[config.mk]
export PLATFORM = sky130hd
export DESIGN_NAME = heart_rate_from_beat_intervals_flat
export DESIGN_NICKNAME = d
export VERILOG_FILES = /design/src/hdl/hrbi_pkg.sv /design/src/hdl/hrbi_channels.sv /design/src/hdl/hrbi_divider.sv /design/src/hdl/hrbi_datapath.sv /design/src/hdl/hrbi_controller.sv /design/src/hdl/heart_rate_from_beat_intervals.sv /design/src/flat_wrapper.sv
export SDC_FILE = /design/constraint.sdc
export NUM_CORES = 1
export LEC_CHECK = 0
export ABC_AREA = 1
export BUFFER_PORTS_ARGS = -buffer_cell sky130_fd_sc_hd__buf_2
export CELL_PAD_IN_SITES_DETAIL_PLACEMENT = 2
export CELL_PAD_IN_SITES_GLOBAL_PLACEMENT = 2
export CORE_MARGIN = 5
export CORE_UTILIZATION = 39
export DETAILED_ROUTE_END_ITERATION = 10
export PLACE_DENSITY = 0.85
export SYNTH_ARGS = -nofsm -noshare
export SYNTH_HDL_FRONTEND = slang
export SYNTH_HIERARCHICAL = 1
export SYNTH_SLANG_ARGS = --single-unit
export TNS_END_PERCENT = 1
[constraint.sdc]
create_clock -name clk -period 6.2 [get_ports clk]
set_input_delay 0.31 -clock clk [delete_from_list [all_inputs] [get_ports clk]]
set_output_delay 0.31 -clock clk [all_outputs]
set_load 0.03 [all_outputs]
[src/hdl/hrbi_pkg.sv]
package hrbi_pkg;

  // Field widths
  localparam int TS_W        = 32;
  localparam int WIN_W       = 16;
  localparam int LIMIT_W     = 4;
  localparam int RATE_W      = 15;
  localparam int CFG_INDEX_W = 3;
  localparam int CFG_DATA_W  = 32;

  // Arithmetic constants
  localparam int MS_PER_MINUTE = 60000;
  localparam logic [RATE_W-1:0] RATE_MAX = '1;

  // Register reset values
  localparam logic [WIN_W-1:0]   INTERVAL_LOW_RST  = 16'd600;
  localparam logic [WIN_W-1:0]   INTERVAL_HIGH_RST = 16'd1200;
  localparam logic [WIN_W-1:0]   JITTER_LIMIT_RST  = 16'd100;
  localparam logic [TS_W-1:0]    STALE_TIMEOUT_RST = 32'd5000;
  localparam logic [LIMIT_W-1:0] FAULT_LIMIT_RST   = 4'd4;

  // Default sizes of the beat store and the trim
  localparam int DEF_BEATS_KEPT    = 10;
  localparam int DEF_TRIMMED_COUNT = 2;

  // Register indexes
  typedef enum logic [CFG_INDEX_W-1:0] {
    REG_INTERVAL_LOW  = 3'd0,
    REG_INTERVAL_HIGH = 3'd1,
    REG_JITTER_LIMIT  = 3'd2,
    REG_STALE_TIMEOUT = 3'd3,
    REG_FAULT_LIMIT   = 3'd4
  } reg_index_t;

  // Request operations
  typedef enum logic {
    OP_EDGE = 1'b0,
    OP_READ = 1'b1
  } op_t;

  // Commands from the controller to the datapath
  typedef struct packed {
    logic capture;
    logic measure;
    logic read_apply;
    logic fault;
    logic beat_start;
    logic beat_store;
    logic scan_init;
    logic scan_issue;
    logic scan_close;
    logic mean_start;
    logic mean_load;
    logic mean_zero;
    logic result_load;
  } hrbi_cmd_t;

  // Status from the datapath to the controller
  typedef struct packed {
    logic is_read;
    logic beat_ok;
    logic div_done;
    logic count_full;
    logic span_ok;
    logic idx_last;
    logic pass_last;
  } hrbi_status_t;

endpackage

[src/hdl/hrbi_channels.sv]
// Request channel: one pulse edge or read with its timestamp
interface hrbi_request_if;
  import hrbi_pkg::*;

  logic            valid;
  logic            ready;
  logic            operation;
  logic [TS_W-1:0] timestamp_ms;

  modport source (output valid, output operation, output timestamp_ms, input ready);
  modport sink   (input valid, input operation, input timestamp_ms, output ready);
endinterface

// Result channel: heart rate after each request
interface hrbi_result_if;
  import hrbi_pkg::*;

  logic              valid;
  logic              ready;
  logic [RATE_W-1:0] heart_rate;
  logic              new_average;

  modport source (output valid, output heart_rate, output new_average, input ready);
  modport sink   (input valid, input heart_rate, input new_average, output ready);
endinterface

[src/hdl/hrbi_divider.sv]
module hrbi_divider #(
  parameter int DIVIDEND_W = 19,
  parameter int DIVISOR_W  = 16
) (
  input  logic                  clk,
  input  logic                  rst,
  input  logic                  start,
  input  logic [DIVIDEND_W-1:0] dividend,
  input  logic [DIVISOR_W-1:0]  divisor,
  output logic [DIVIDEND_W-1:0] quotient,
  output logic                  done
);
  localparam int COUNT_W = $clog2(DIVIDEND_W + 1);

  logic                 busy;
  logic [COUNT_W-1:0]   count;
  logic [DIVISOR_W-1:0] rem;
  logic [DIVIDEND_W-1:0] quo;

  logic [DIVISOR_W:0] shifted;
  logic [DIVISOR_W:0] trial;

  // Bring down the next dividend bit and try the subtraction
  always_comb begin
    shifted = {rem, quo[DIVIDEND_W-1]};
    trial   = shifted - {1'b0, divisor};
  end

  // Control: one quotient bit per cycle
  always_ff @(posedge clk) begin
    if (rst) begin
      busy  <= 1'b0;
      done  <= 1'b0;
      count <= '0;
    end else begin
      done <= 1'b0;
      if (start) begin
        busy  <= 1'b1;
        count <= COUNT_W'(DIVIDEND_W);
      end else if (busy) begin
        count <= count - COUNT_W'(1);
        if (count == COUNT_W'(1)) begin
          busy <= 1'b0;
          done <= 1'b1;
        end
      end
    end
  end

  // Partial remainder and quotient shift register
  always_ff @(posedge clk) begin
    if (start) begin
      rem <= '0;
      quo <= dividend;
    end else if (busy) begin
      if (!trial[DIVISOR_W]) begin
        rem <= trial[DIVISOR_W-1:0];
        quo <= {quo[DIVIDEND_W-2:0], 1'b1};
      end else begin
        rem <= shifted[DIVISOR_W-1:0];
        quo <= {quo[DIVIDEND_W-2:0], 1'b0};
      end
    end
  end

  assign quotient = quo;

endmodule

[src/hdl/hrbi_datapath.sv]
module hrbi_datapath #(
  parameter int BEATS_KEPT    = hrbi_pkg::DEF_BEATS_KEPT,
  parameter int TRIMMED_COUNT = hrbi_pkg::DEF_TRIMMED_COUNT
) (
  input  logic                             clk,
  input  logic                             rst,
  input  hrbi_pkg::hrbi_cmd_t              cmd,
  output hrbi_pkg::hrbi_status_t           status,
  input  logic                             operation,
  input  logic [hrbi_pkg::TS_W-1:0]        timestamp_ms,
  input  logic                             cfg_write,
  input  logic [hrbi_pkg::CFG_INDEX_W-1:0] cfg_index,
  input  logic [hrbi_pkg::CFG_DATA_W-1:0]  cfg_data,
  output logic [hrbi_pkg::RATE_W-1:0]      heart_rate,
  output logic                             new_average
);
  import hrbi_pkg::*;

  localparam int TRIM_EACH = TRIMMED_COUNT / 2;
  localparam bit SPAN_OK   = BEATS_KEPT > 2 * TRIM_EACH;
  localparam int KEPT_SPAN = SPAN_OK ? BEATS_KEPT - 2 * TRIM_EACH : 1;
  localparam int PASSES    = (TRIM_EACH > 0) ? TRIM_EACH : 1;
  localparam int PASS_W    = (PASSES > 1) ? $clog2(PASSES) : 1;
  localparam int CNT_W     = $clog2(BEATS_KEPT);
  localparam int SUM_W     = RATE_W + $clog2(BEATS_KEPT);

  // Reciprocal of the kept span, exact for every sum below 2^SUM_W
  localparam int MEAN_SHIFT = SUM_W + $clog2(KEPT_SPAN);
  localparam int PROD_W     = 2 * SUM_W + 1;
  localparam logic [SUM_W:0] MEAN_RECIP =
    (SUM_W + 1)'(((longint'(1) << MEAN_SHIFT) + longint'(KEPT_SPAN) - 1) /
                 longint'(KEPT_SPAN));

  // Configuration registers
  logic [WIN_W-1:0]   interval_low;
  logic [WIN_W-1:0]   interval_high;
  logic [WIN_W-1:0]   jitter_limit;
  logic [TS_W-1:0]    stale_timeout;
  logic [LIMIT_W-1:0] fault_limit;

  // Beat tracking state
  op_t                op_reg;
  logic [TS_W-1:0]    ts_reg;
  logic [TS_W-1:0]    iv;
  logic [TS_W-1:0]    last_edge_time;
  logic [WIN_W-1:0]   reference_interval;
  logic [LIMIT_W-1:0] fault_count;
  logic [CNT_W-1:0]   beat_count;
  logic [RATE_W-1:0]  rate_register;
  logic               fresh;

  // Beat store and scan state
  logic [RATE_W-1:0]     beat_mem [BEATS_KEPT];
  logic [CNT_W-1:0]      scan_idx;
  logic [PASS_W-1:0]     pass;
  logic                  rd_valid;
  logic [CNT_W-1:0]      rd_idx;
  logic [RATE_W-1:0]     rd_data;
  logic [BEATS_KEPT-1:0] lo_mark;
  logic [BEATS_KEPT-1:0] hi_mark;
  logic                  lo_found;
  logic                  hi_found;
  logic [RATE_W-1:0]     lo_best;
  logic [RATE_W-1:0]     hi_best;
  logic [CNT_W-1:0]      lo_idx;
  logic [CNT_W-1:0]      hi_idx;
  logic [SUM_W-1:0]      total;
  logic [SUM_W-1:0]      trim_sum;

  // Trimmed mean by reciprocal multiplication
  logic [SUM_W-1:0]  mean_base;
  logic [PROD_W-1:0] mean_prod;
  logic [RATE_W-1:0] mean_value;

  // Divider operands
  logic             div_start;
  logic [SUM_W-1:0] div_dividend;
  logic [WIN_W-1:0] div_divisor;
  logic [SUM_W-1:0] div_quotient;
  logic             div_done;

  // Edge evaluation
  logic               in_window;
  logic [WIN_W-1:0]   iv16;
  logic [WIN_W-1:0]   ref_eff;
  logic [WIN_W-1:0]   diff;
  logic               jitter_ok;
  logic               stale;
  logic [LIMIT_W-1:0] fault_inc;
  logic               fault_hit;
  logic [RATE_W-1:0]  beat_sat;

  always_comb begin
    iv16      = iv[WIN_W-1:0];
    in_window = (iv > {16'd0, interval_low}) && (iv < {16'd0, interval_high});
    ref_eff   = (reference_interval == '0) ? iv16 : reference_interval;
    diff      = (ref_eff > iv16) ? ref_eff - iv16 : iv16 - ref_eff;
    jitter_ok = diff < jitter_limit;
    stale     = iv > stale_timeout;
    fault_inc = fault_count + LIMIT_W'(1);
    fault_hit = fault_inc >= fault_limit;
    beat_sat  = (|div_quotient[SUM_W-1:RATE_W]) ? RATE_MAX : div_quotient[RATE_W-1:0];
  end

  // Configuration writes; unknown indexes drop
  always_ff @(posedge clk) begin
    if (rst) begin
      interval_low  <= INTERVAL_LOW_RST;
      interval_high <= INTERVAL_HIGH_RST;
      jitter_limit  <= JITTER_LIMIT_RST;
      stale_timeout <= STALE_TIMEOUT_RST;
      fault_limit   <= FAULT_LIMIT_RST;
    end else if (cfg_write) begin
      case (cfg_index)
        REG_INTERVAL_LOW:  interval_low  <= cfg_data[WIN_W-1:0];
        REG_INTERVAL_HIGH: interval_high <= cfg_data[WIN_W-1:0];
        REG_JITTER_LIMIT:  jitter_limit  <= cfg_data[WIN_W-1:0];
        REG_STALE_TIMEOUT: stale_timeout <= cfg_data[TS_W-1:0];
        REG_FAULT_LIMIT:   fault_limit   <= cfg_data[LIMIT_W-1:0];
        default: ;
      endcase
    end
  end

  // Capture the request and measure the interval since the last edge
  always_ff @(posedge clk) begin
    if (cmd.capture) begin
      op_reg <= op_t'(operation);
      ts_reg <= timestamp_ms;
    end
    if (cmd.measure) begin
      iv <= ts_reg - last_edge_time;
    end
  end

  // Tracking state: reference, faults, beat count and rate
  always_ff @(posedge clk) begin
    if (rst) begin
      last_edge_time     <= '0;
      reference_interval <= '0;
      fault_count        <= '0;
      beat_count         <= '0;
      rate_register      <= '0;
      fresh              <= 1'b0;
    end else begin
      if (cmd.measure) begin
        fresh <= 1'b0;
        if (op_reg == OP_EDGE) begin
          last_edge_time <= ts_reg;
        end
      end
      if (cmd.read_apply && stale) begin
        rate_register <= '0;
      end
      if (cmd.fault) begin
        if (fault_hit) begin
          reference_interval <= '0;
          fault_count        <= '0;
        end else begin
          fault_count <= fault_inc;
          if (in_window) begin
            reference_interval <= ref_eff;
          end
        end
      end
      if (cmd.beat_start) begin
        reference_interval <= iv16;
        fault_count        <= '0;
      end
      if (cmd.beat_store) begin
        beat_count <= status.count_full ? '0 : beat_count + CNT_W'(1);
      end
      if (cmd.mean_load) begin
        rate_register <= mean_value;
        fresh         <= 1'b1;
      end
      if (cmd.mean_zero) begin
        rate_register <= '0;
        fresh         <= 1'b1;
      end
    end
  end

  // Beat store: write the new beat, read one entry per scan step
  always_ff @(posedge clk) begin
    if (cmd.beat_store) begin
      beat_mem[beat_count] <= beat_sat;
    end
  end

  always_ff @(posedge clk) begin
    if (cmd.scan_issue) begin
      rd_data <= beat_mem[scan_idx];
    end
  end

  always_ff @(posedge clk) begin
    if (rst) begin
      rd_valid <= 1'b0;
    end else begin
      rd_valid <= cmd.scan_issue;
    end
  end

  // Scan: total on the first pass, lowest and highest unmarked each pass
  always_ff @(posedge clk) begin
    if (cmd.scan_init) begin
      scan_idx <= '0;
      pass     <= '0;
      lo_mark  <= '0;
      hi_mark  <= '0;
      lo_found <= 1'b0;
      hi_found <= 1'b0;
      total    <= '0;
      trim_sum <= '0;
    end else begin
      if (cmd.scan_issue) begin
        scan_idx <= scan_idx + CNT_W'(1);
        rd_idx   <= scan_idx;
      end
      if (rd_valid) begin
        if (pass == '0) begin
          total <= total + SUM_W'(rd_data);
        end
        if (!lo_mark[rd_idx] && (!lo_found || rd_data < lo_best)) begin
          lo_best  <= rd_data;
          lo_idx   <= rd_idx;
          lo_found <= 1'b1;
        end
        if (!hi_mark[rd_idx] && (!hi_found || rd_data >= hi_best)) begin
          hi_best  <= rd_data;
          hi_idx   <= rd_idx;
          hi_found <= 1'b1;
        end
      end
      if (cmd.scan_close) begin
        scan_idx <= '0;
        pass     <= pass + PASS_W'(1);
        lo_found <= 1'b0;
        hi_found <= 1'b0;
        if (TRIM_EACH > 0) begin
          lo_mark[lo_idx] <= 1'b1;
          hi_mark[hi_idx] <= 1'b1;
          trim_sum        <= trim_sum + SUM_W'(lo_best) + SUM_W'(hi_best);
        end
      end
    end
  end

  // Mean of the kept beats: multiply by the reciprocal and keep the high bits
  always_comb begin
    mean_base = total - trim_sum;
    mean_prod = PROD_W'(mean_base) * PROD_W'(MEAN_RECIP);
  end

  always_ff @(posedge clk) begin
    if (cmd.mean_start) begin
      mean_value <= mean_prod[MEAN_SHIFT +: RATE_W];
    end
  end

  // Serial divider for the beat value
  always_comb begin
    div_start    = cmd.beat_start;
    div_dividend = SUM_W'(MS_PER_MINUTE);
    div_divisor  = iv16;
  end

  hrbi_divider #(
    .DIVIDEND_W (SUM_W),
    .DIVISOR_W  (WIN_W)
  ) u_divider (
    .clk      (clk),
    .rst      (rst),
    .start    (div_start),
    .dividend (div_dividend),
    .divisor  (div_divisor),
    .quotient (div_quotient),
    .done     (div_done)
  );

  // Result register
  always_ff @(posedge clk) begin
    if (cmd.result_load) begin
      heart_rate  <= rate_register;
      new_average <= fresh;
    end
  end

  // Status
  always_comb begin
    status.is_read    = op_reg == OP_READ;
    status.beat_ok    = in_window && jitter_ok;
    status.div_done   = div_done;
    status.count_full = beat_count == CNT_W'(BEATS_KEPT - 1);
    status.span_ok    = SPAN_OK;
    status.idx_last   = scan_idx == CNT_W'(BEATS_KEPT - 1);
    status.pass_last  = pass == PASS_W'(PASSES - 1);
  end

endmodule

[src/hdl/hrbi_controller.sv]
module hrbi_controller (
  input  logic                   clk,
  input  logic                   rst,
  input  logic                   req_valid,
  output logic                   req_ready,
  output logic                   res_valid,
  input  logic                   res_ready,
  input  hrbi_pkg::hrbi_status_t status,
  output hrbi_pkg::hrbi_cmd_t    cmd
);
  import hrbi_pkg::*;

  typedef enum logic [9:0] {
    S_IDLE      = 10'b0000000001,
    S_MEASURE   = 10'b0000000010,
    S_CHECK     = 10'b0000000100,
    S_BEAT      = 10'b0000001000,
    S_SCAN      = 10'b0000010000,
    S_TAIL      = 10'b0000100000,
    S_CLOSE     = 10'b0001000000,
    S_MEAN      = 10'b0010000000,
    S_MEAN_WAIT = 10'b0100000000,
    S_FINISH    = 10'b1000000000
  } state_t;

  state_t state;
  state_t state_next;

  // Sequence one request through the datapath
  always_comb begin
    state_next = state;
    cmd        = '0;
    req_ready  = 1'b0;
    case (state)
      S_IDLE: begin
        req_ready = !rst;
        if (req_valid && !rst) begin
          cmd.capture = 1'b1;
          state_next  = S_MEASURE;
        end
      end
      S_MEASURE: begin
        cmd.measure = 1'b1;
        state_next  = S_CHECK;
      end
      S_CHECK: begin
        if (status.is_read) begin
          cmd.read_apply = 1'b1;
          state_next     = S_FINISH;
        end else if (status.beat_ok) begin
          cmd.beat_start = 1'b1;
          state_next     = S_BEAT;
        end else begin
          cmd.fault  = 1'b1;
          state_next = S_FINISH;
        end
      end
      S_BEAT: begin
        if (status.div_done) begin
          cmd.beat_store = 1'b1;
          if (!status.count_full) begin
            state_next = S_FINISH;
          end else if (status.span_ok) begin
            cmd.scan_init = 1'b1;
            state_next    = S_SCAN;
          end else begin
            cmd.mean_zero = 1'b1;
            state_next    = S_FINISH;
          end
        end
      end
      S_SCAN: begin
        cmd.scan_issue = 1'b1;
        if (status.idx_last) begin
          state_next = S_TAIL;
        end
      end
      S_TAIL: begin
        state_next = S_CLOSE;
      end
      S_CLOSE: begin
        cmd.scan_close = 1'b1;
        state_next     = status.pass_last ? S_MEAN : S_SCAN;
      end
      S_MEAN: begin
        cmd.mean_start = 1'b1;
        state_next     = S_MEAN_WAIT;
      end
      S_MEAN_WAIT: begin
        cmd.mean_load = 1'b1;
        state_next    = S_FINISH;
      end
      S_FINISH: begin
        if (!res_valid || res_ready) begin
          cmd.result_load = 1'b1;
          state_next      = S_IDLE;
        end
      end
      default: begin
        state_next = S_IDLE;
      end
    endcase
  end

  always_ff @(posedge clk) begin
    if (rst) begin
      state <= S_IDLE;
    end else begin
      state <= state_next;
    end
  end

  // Hold the result until the sink takes it
  always_ff @(posedge clk) begin
    if (rst) begin
      res_valid <= 1'b0;
    end else if (cmd.result_load) begin
      res_valid <= 1'b1;
    end else if (res_ready) begin
      res_valid <= 1'b0;
    end
  end

endmodule

[src/hdl/heart_rate_from_beat_intervals.sv]
// Heart rate from beat intervals. Each request is a pulse edge or a read with a wrapping
// millisecond timestamp, and each gives one result: the current rate in beats per minute
// and a flag that marks an edge which completed a new trimmed average, or which set a zero
// rate because the trim leaves no beats to keep. A read, or an edge whose interval is
// rejected, passes through the measure, check and finish states to the result register.
// An accepted beat runs the serial divider for 60000/interval, one quotient bit per cycle,
// on SUM_W = 15 + clog2(BEATS_KEPT) bits (19 at the default sizes). The beat that fills the
// store adds max(TRIMMED_COUNT/2, 1) walks over the store, one entry read per cycle from its
// single port, and then the mean, taken by a multiplication with the reciprocal of the kept
// span. A new request is taken as soon as the previous one has moved into the result
// register, even while that result still waits. Entries of the beat store are read only
// after all of them have been written since reset, so the store needs no clearing pass.
// Configuration must be written only while the block idles; the block does not enforce it.
module heart_rate_from_beat_intervals #(
  parameter int BEATS_KEPT    = hrbi_pkg::DEF_BEATS_KEPT,
  parameter int TRIMMED_COUNT = hrbi_pkg::DEF_TRIMMED_COUNT
) (
  input  logic                             clk,
  input  logic                             rst,
  hrbi_request_if.sink                     request,
  hrbi_result_if.source                    result,
  input  logic                             cfg_write,
  input  logic [hrbi_pkg::CFG_INDEX_W-1:0] cfg_index,
  input  logic [hrbi_pkg::CFG_DATA_W-1:0]  cfg_data
);
  import hrbi_pkg::*;

  hrbi_cmd_t    cmd;
  hrbi_status_t status;
  logic         req_ready;
  logic         res_valid;

  assign request.ready = req_ready;
  assign result.valid  = res_valid;

  hrbi_controller u_controller (
    .clk       (clk),
    .rst       (rst),
    .req_valid (request.valid),
    .req_ready (req_ready),
    .res_valid (res_valid),
    .res_ready (result.ready),
    .status    (status),
    .cmd       (cmd)
  );

  hrbi_datapath #(
    .BEATS_KEPT    (BEATS_KEPT),
    .TRIMMED_COUNT (TRIMMED_COUNT)
  ) u_datapath (
    .clk          (clk),
    .rst          (rst),
    .cmd          (cmd),
    .status       (status),
    .operation    (request.operation),
    .timestamp_ms (request.timestamp_ms),
    .cfg_write    (cfg_write),
    .cfg_index    (cfg_index),
    .cfg_data     (cfg_data),
    .heart_rate   (result.heart_rate),
    .new_average  (result.new_average)
  );

endmodule
[src/flat_wrapper.sv]
// flat-port wrapper written by rule: the top's interface ports become plain ports
module heart_rate_from_beat_intervals_flat import hrbi_pkg::*;
#(
  parameter int BEATS_KEPT    = hrbi_pkg::DEF_BEATS_KEPT,
  parameter int TRIMMED_COUNT = hrbi_pkg::DEF_TRIMMED_COUNT
)
  (clk, rst, cfg_write, cfg_index, cfg_data, request_valid, request_operation, request_timestamp_ms, request_ready, result_valid, result_heart_rate, result_new_average, result_ready);
  hrbi_request_if request_i ();
  hrbi_result_if result_i ();
  input  logic clk;
  input  logic rst;
  input  logic cfg_write;
  input  logic [hrbi_pkg::CFG_INDEX_W-1:0] cfg_index;
  input  logic [hrbi_pkg::CFG_DATA_W-1:0] cfg_data;
  input wire logic [$bits(request_i.valid)-1:0] request_valid;
  input wire logic [$bits(request_i.operation)-1:0] request_operation;
  input wire logic [$bits(request_i.timestamp_ms)-1:0] request_timestamp_ms;
  output wire logic [$bits(request_i.ready)-1:0] request_ready;
  output wire logic [$bits(result_i.valid)-1:0] result_valid;
  output wire logic [$bits(result_i.heart_rate)-1:0] result_heart_rate;
  output wire logic [$bits(result_i.new_average)-1:0] result_new_average;
  input wire logic [$bits(result_i.ready)-1:0] result_ready;
  assign request_i.valid = request_valid;
  assign request_i.operation = request_operation;
  assign request_i.timestamp_ms = request_timestamp_ms;
  assign request_ready = request_i.ready;
  assign result_valid = result_i.valid;
  assign result_heart_rate = result_i.heart_rate;
  assign result_new_average = result_i.new_average;
  assign result_i.ready = result_ready;
  heart_rate_from_beat_intervals #(.BEATS_KEPT(BEATS_KEPT), .TRIMMED_COUNT(TRIMMED_COUNT)) u_core (.clk(clk), .rst(rst), .request(request_i), .result(result_i), .cfg_write(cfg_write), .cfg_index(cfg_index), .cfg_data(cfg_data));
endmodule
==> impl_metrics.ini, run 1 <==
[final_layout]
final_nets = 4292
seqCellArea_um2 = 14760
antenna_cells = 0
syn2layout_area_growth_pct = 14.56
top_register = u_core/u_datapath/beat_mem
n_fill_cell = 8955
final_cell_mix = nand2_1 (692), inv_1 (594), a21oi_1 (386)
multi_input_area_um2 = 14620
layout.cells.non_filler = 5085
postLayoutCoreUtil_pct = 44.86
fin_area_um2 = 36650
layout_commonest_cell = nand2_1
final_layout_size_suffix_gt1_share_pct = 8.518
largest_register_ff_count = 150

[min_path]
min_path_cells = 3
min_from = cfg_data[19]
hold_class = in -> reg
hold_end = u_core/u_datapath/stale_timeout[19]

[worst_setup_path]
r2r-end = u_core/u_datapath/u_divider/quotient[13]
critPathMaxStageDelay_ps = 390
critPathArrivalTime_ps = 6260
r2r_start = u_core/u_datapath/reference_interval[4]
startpoint_type = register
crit_type = reg -> reg
required_ps = 6580
r2r_slack_ps = 310
critPathMaxFanout = 37
crit_start = u_core/u_datapath/reference_interval[4]
critPathCaptureType = register
reg2regPathDepth = 29
path_common_cell = nand2_1
cpMaxStageDelayCell = dfxtp_1

[synthesis]
syn_inst = 3779
yosysUniqueCellTypes = 64
synth_top_area_cell = edfxtp_1
ys_ff_latch = 576
yosys_warnings = 6
avgSynthCellArea_um2 = 8.466
synth_edf_count = 322
ys_seq_area_share_pct = 46.11
synth_top_cell_area_share_pct = 30.22
synth_ff_type = edfxtp_1
yosys-top-cells-area = edfxtp_1 (30%), dfxtp_1 (16%), ha_1 (9.4%), nand2_1 (8.1%), inv_1 (7.0%)
synthArstFlopShare_pct = 0
syn-cell-area_um2 = 31990

[clock_tree]
cts_max_level = 3
cts_buffers = 70
clockRootBuffer = clkbuf_16
clk_latency_ps = 650
cts_tree = built
clockBufferDepth = 3
clock-sinks = 576
cts.clk_slew.worst_paths_ps = 70

[global_route]
grt_max_degree = 79
groute.usage.overall_pct = 28.62
grt_pass1_vias = 32077
grt_pass1_wl_um = 195000
antenna_found_initial = 4
grt_overflow = 0

[timing]
finalSetupViolCount = 0
fin_crit_sh_pct = 94.99
slew_headroom_pct = 19.44
setup-tns-final_ps = 0
min_period_ps = 5889
fmax_mhz = 169.8
rsz0062_at_grt = true
fin_skew_ps = 51.43
hold_viol = 0
fin_hold_ws_ps = 15.24
worst_slew_pin_slew_ps = 1208
slew_violations = 0

[floorplanning]
start_util_pct = 39.15
die-area_um2 = 87860
die_h_um = 296.4
num_rows = 105
fp.dieW_um = 296.4
core_area_um2 = 81720
ios = 91

[outcome]
outcome = completed

[detailed_routing]
dr_total_vias = 28247
wl_per_cell_um = 25.24
dr.pass1.iters = 5
drc = 0
vias_per_cell = 5.555
drt_iter0_drc = 1665
postRouteAntennaNets = 0
wl_um = 128300

[power_and_ir_drop]
power_density_nw_per_um2 = 352.0
p_leak_uw = 0.01597
ir_drop_mv = 0.2599

[run]
cap_violations = 0

[place]
dp_cells = 4902
placedInstanceArea_um2 = 33770
gp_congestion = 0.8903
dpl.hpwl_um = 82240
io_buffers = 90
[critical path: cells and delay by family, from the launching register on]
kind | cells | cell delay, ps
AO/OA/AOI/OAI | 5 | 1200
XOR/XNOR | 1 | 220
adder cells (fa/ha/maj) | 2 | 610
buffers and inverters | 6 | 1210
flip-flops | 1 | 390
AND/OR/NAND/NOR | 15 | 1960
[how the worst max path moves through the flow]
| stage | to | slack [ps] |
|---|---|---|
| floorplan | u_core/u_datapath/u_divider/quotient[0] | 1410 |
| global placement | u_core/u_datapath/u_divider/quotient[15] | 560 |
| detailed placement | u_core/u_datapath/u_divider/quotient[7] | 150 |
| CTS | u_core/u_datapath/u_divider/quotient[12] | 20 |
| global route | u_core/u_datapath/reference_interval[4] | -120 |
| finish | u_core/u_datapath/u_divider/quotient[13] | 310 |
[final cells by class]
class	count	share of cell area (%)
tap	1070	3.652
sequential	576	40.26
inverter	609	6.291
multi-input combinational	2512	39.89
timing repair buffer	186	3.560
timing repair inverter	3	0.04779
clock inverter	31	0.8739
clock buffer	98	5.424
[synth_stat cells, types with 55 or more instances]
cell type,count
a21oi_1,392
clkbuf_1,70
dfxtp_1,254
edfxtp_1,322
ha_1,240
inv_1,598
nand2_1,692
nand3_1,158
nor2_1,307
o211ai_1,55
o21ai_0,273
xor2_1,59
[layer usage]
| layer | part of all wire, % | global-route usage [%] | vias up |
|---|---|---|---|
| met2 | 50 | 51.12 | 768 |
| met4 | 4.2 | 11.42 | 2 |
| met5 | 0.010 | 0 | - |
| li1 | - | - | 12894 |
| met3 | 4.8 | 4.823 | 322 |
| met1 | 41 | 34.46 | 14261 |
[report_power, final]
group	switching, uW	leakage, uW	internal (uW)	total (uW)
registers	323	0.00493	4400	4720
logic	2680	0.00991	1310	3980
clock network	1840	0.00113	2360	4200
total	4840	0.0160	8070	12900
[through the flow]
stage                     total power (uW)  setup slack [ps]
final                                12900             310.5
after global routing                 13560            -120.0
after CTS                            12880             19.90
after detailed placement              8536             154.6
after global placement                8292             562.0
after floorplan                       7253              1407
[logic make-up after synthesis]
group | after synthesis | share of synthesized area, %
AND/OR/NAND/NOR | 1286 | 16.89
AO/OA/AOI/OAI | 818 | 14.04
buffers and inverters | 709 | 8.580
flip-flops | 576 | 46.11
adder cells (fa/ha/maj) | 261 | 10.70
XOR/XNOR | 82 | 2.245
multiplexers | 45 | 1.408
other | 2 | 0.02347
[repair_timing]
item | in CTS | in global routing
resized for setup | 0 | 16
setup buffers | 0 | 4
hold buffers | 47 | 0
endpoints found under the setup margin | 0 | 80
hold endpoints to repair | 47 | 0
No activity file was read; power rests on OpenSTA's default activity.
==> inputs of run 2 (changes only) <==
--- a/config.mk
+++ b/config.mk
@@ -12,6 +12,7 @@
 export CORE_MARGIN = 5
 export CORE_UTILIZATION = 39
 export DETAILED_ROUTE_END_ITERATION = 10
+export MAX_ROUTING_LAYER = met4
 export PLACE_DENSITY = 0.85
 export SYNTH_ARGS = -nofsm -noshare
 export SYNTH_HDL_FRONTEND = slang
==> run 2 against run 1 <==
Net effect: clock power is essentially flat; critical path depth increased by 3; sequential share of layout area about the same; power about the same.
==> impl_metrics.ini, run 2 (synthesized netlist as in run 1, its figures left out) <==
[clock_tree]
clock-sinks = 576
cts.clk_slew.worst_paths_ps = 70
cts_max_level = 3
cts_tree = built
clk_latency_ps = 650
clockBufferDepth = 3
clockRootBuffer = clkbuf_16
cts_buffers = 70

[detailed_routing]
drc = 0
drt_iter0_drc = 1737
postRouteAntennaNets = 0
dr.pass1.iters = 5
dr_total_vias = 28303
vias_per_cell = 5.564
wl_um = 128400
wl_per_cell_um = 25.24

[power_and_ir_drop]
pwr-share-seq_pct = 36.5
p_switching_uw = 4847
ir_drop_mv = 0.2599
clkPwrFrac_pct = 32.6
internal_power_uw = 8067
power_density_nw_per_um2 = 352.3
p_leak_uw = 0.01597
power.share.combinational_pct = 30.9
swShare_pct = 37.53

[floorplanning]
fp.dieW_um = 296.4
num_rows = 105
start_util_pct = 39.15
core_area_um2 = 81720
die-area_um2 = 87860
ios = 91
die_h_um = 296.4

[global_route]
grt_pass1_wl_um = 195200
groute.usage.overall_pct = 29.50
grt_pass1_vias = 32048
grt_max_degree = 79
grt_overflow = 0
antenna_found_initial = 4

[worst_setup_path]
critPathArrivalTime_ps = 6230
path_common_cell = nand2_1
startpoint_type = register
cpMaxStageDelayCell = fa_1
critPathCaptureType = register
critPathMaxStageDelay_ps = 460
critPathMaxFanout = 37
required_ps = 6500
crit_type = reg -> reg

[final_layout]
largest_register_ff_count = 150
final_nets = 4292
top_register = u_core/u_datapath/beat_mem
final_layout_size_suffix_gt1_share_pct = 8.518
layout_commonest_cell = nand2_1
syn2layout_area_growth_pct = 14.58
final_cell_mix = nand2_1 (692), inv_1 (594), a21oi_1 (386)
fin_area_um2 = 36660

[timing]
min_period_ps = 5928
fmax_mhz = 168.7
worst_slew_pin_slew_ps = 1207
fin_crit_sh_pct = 95.61
slew_violations = 0
rsz0062_at_grt = true
hold_viol = 0
fin_hold_ws_ps = 13.62
slew_headroom_pct = 19.56
finalSetupViolCount = 0
fin_skew_ps = 51.71

[outcome]
outcome = completed

[place]
dpl.hpwl_um = 82240
gp_congestion = 0.9053
placedInstanceArea_um2 = 33770
io_buffers = 90

[run]
cap_violations = 0

[min_path]
hold_class = in -> reg
run 2: final timing paths:
| path | startpoint | slack, ps | endpoint | cells after the start |
|---|---|---|---|---|
| hold reg to reg | u_core/u_datapath/rate_register[0] | 440 | u_core/u_datapath/heart_rate[0] | 0 |
| setup / recovery | u_core/u_datapath/reference_interval[4] | 270 | u_core/u_datapath/u_divider/quotient[7] | 32 |
| hold / removal | cfg_data[19] | 10 | u_core/u_datapath/stale_timeout[19] | 3 |
| setup reg to reg | u_core/u_datapath/reference_interval[4] | 270 | u_core/u_datapath/u_divider/quotient[7] | 32 |
run 2: what timing repair did:
item | in CTS | in global routing
buffers inserted | 0 | 4
gates resized for setup | 0 | 16
hold endpoints to repair | 47 | 0
hold buffers | 47 | 0
setup endpoints to repair | 0 | 80
run 2: cell type report:
cell class                 instances  area, um^2
fill                            8950       45060
tap                             1070        1339
sequential                       576       14760
timing repair buffer             186        1305
timing repair inverter             3       17.52
multi-input combinational       2512       14620
clock inverter                    31       320.3
clock buffer                      98        1988
antenna                            2       5.005
inverter                         609        2306
run 2: worst max-delay path, delay by kind of cell (launching register included):
family                   cells  cell delay [ps]
adder cells (fa/ha/maj)      3              980
AND/OR/NAND/NOR             13             1780
buffers and inverters        6              900
AO/OA/AOI/OAI               10             1560
flip-flops                   1              340
run 2: power groups by stage:
stage	clock network, uW	logic (uW)	registers [uW]
final	4210	3990	4720
after global routing	4460	4370	4740
after CTS	4260	3900	4710
after detailed placement	0	3760	4780
after global placement	0	3530	4760
after floorplan	0	2650	4600
run 2: per-stage QoR:
| step | utilization, % | TNS [ps] | total power (uW) | setup WS, ps | instances |
|---|---|---|---|---|---|
| floorplan | - | 0 | 7253 | 1407 | 3797 |
| global placement | 41.33 | 0 | 8292 | 562.0 | 4902 |
| detailed placement | 41.33 | 0 | 8536 | 154.6 | 4902 |
| CTS | 44.73 | 0 | 12880 | 19.90 | 5078 |
| global route | 44.86 | -3177 | 13560 | -119.9 | 5087 |
| finish | 44.86 | 0 | 12910 | 272.4 | 5087 |
run 2: routing by layer:
metal  track usage, %  vias up  wire length, um
met1            34.44    14323            53010
met3            4.838      320             5995
met2            51.13      769            64080
li1                 -    12891                -
met4            11.52        0             5335
met5                -        -                0
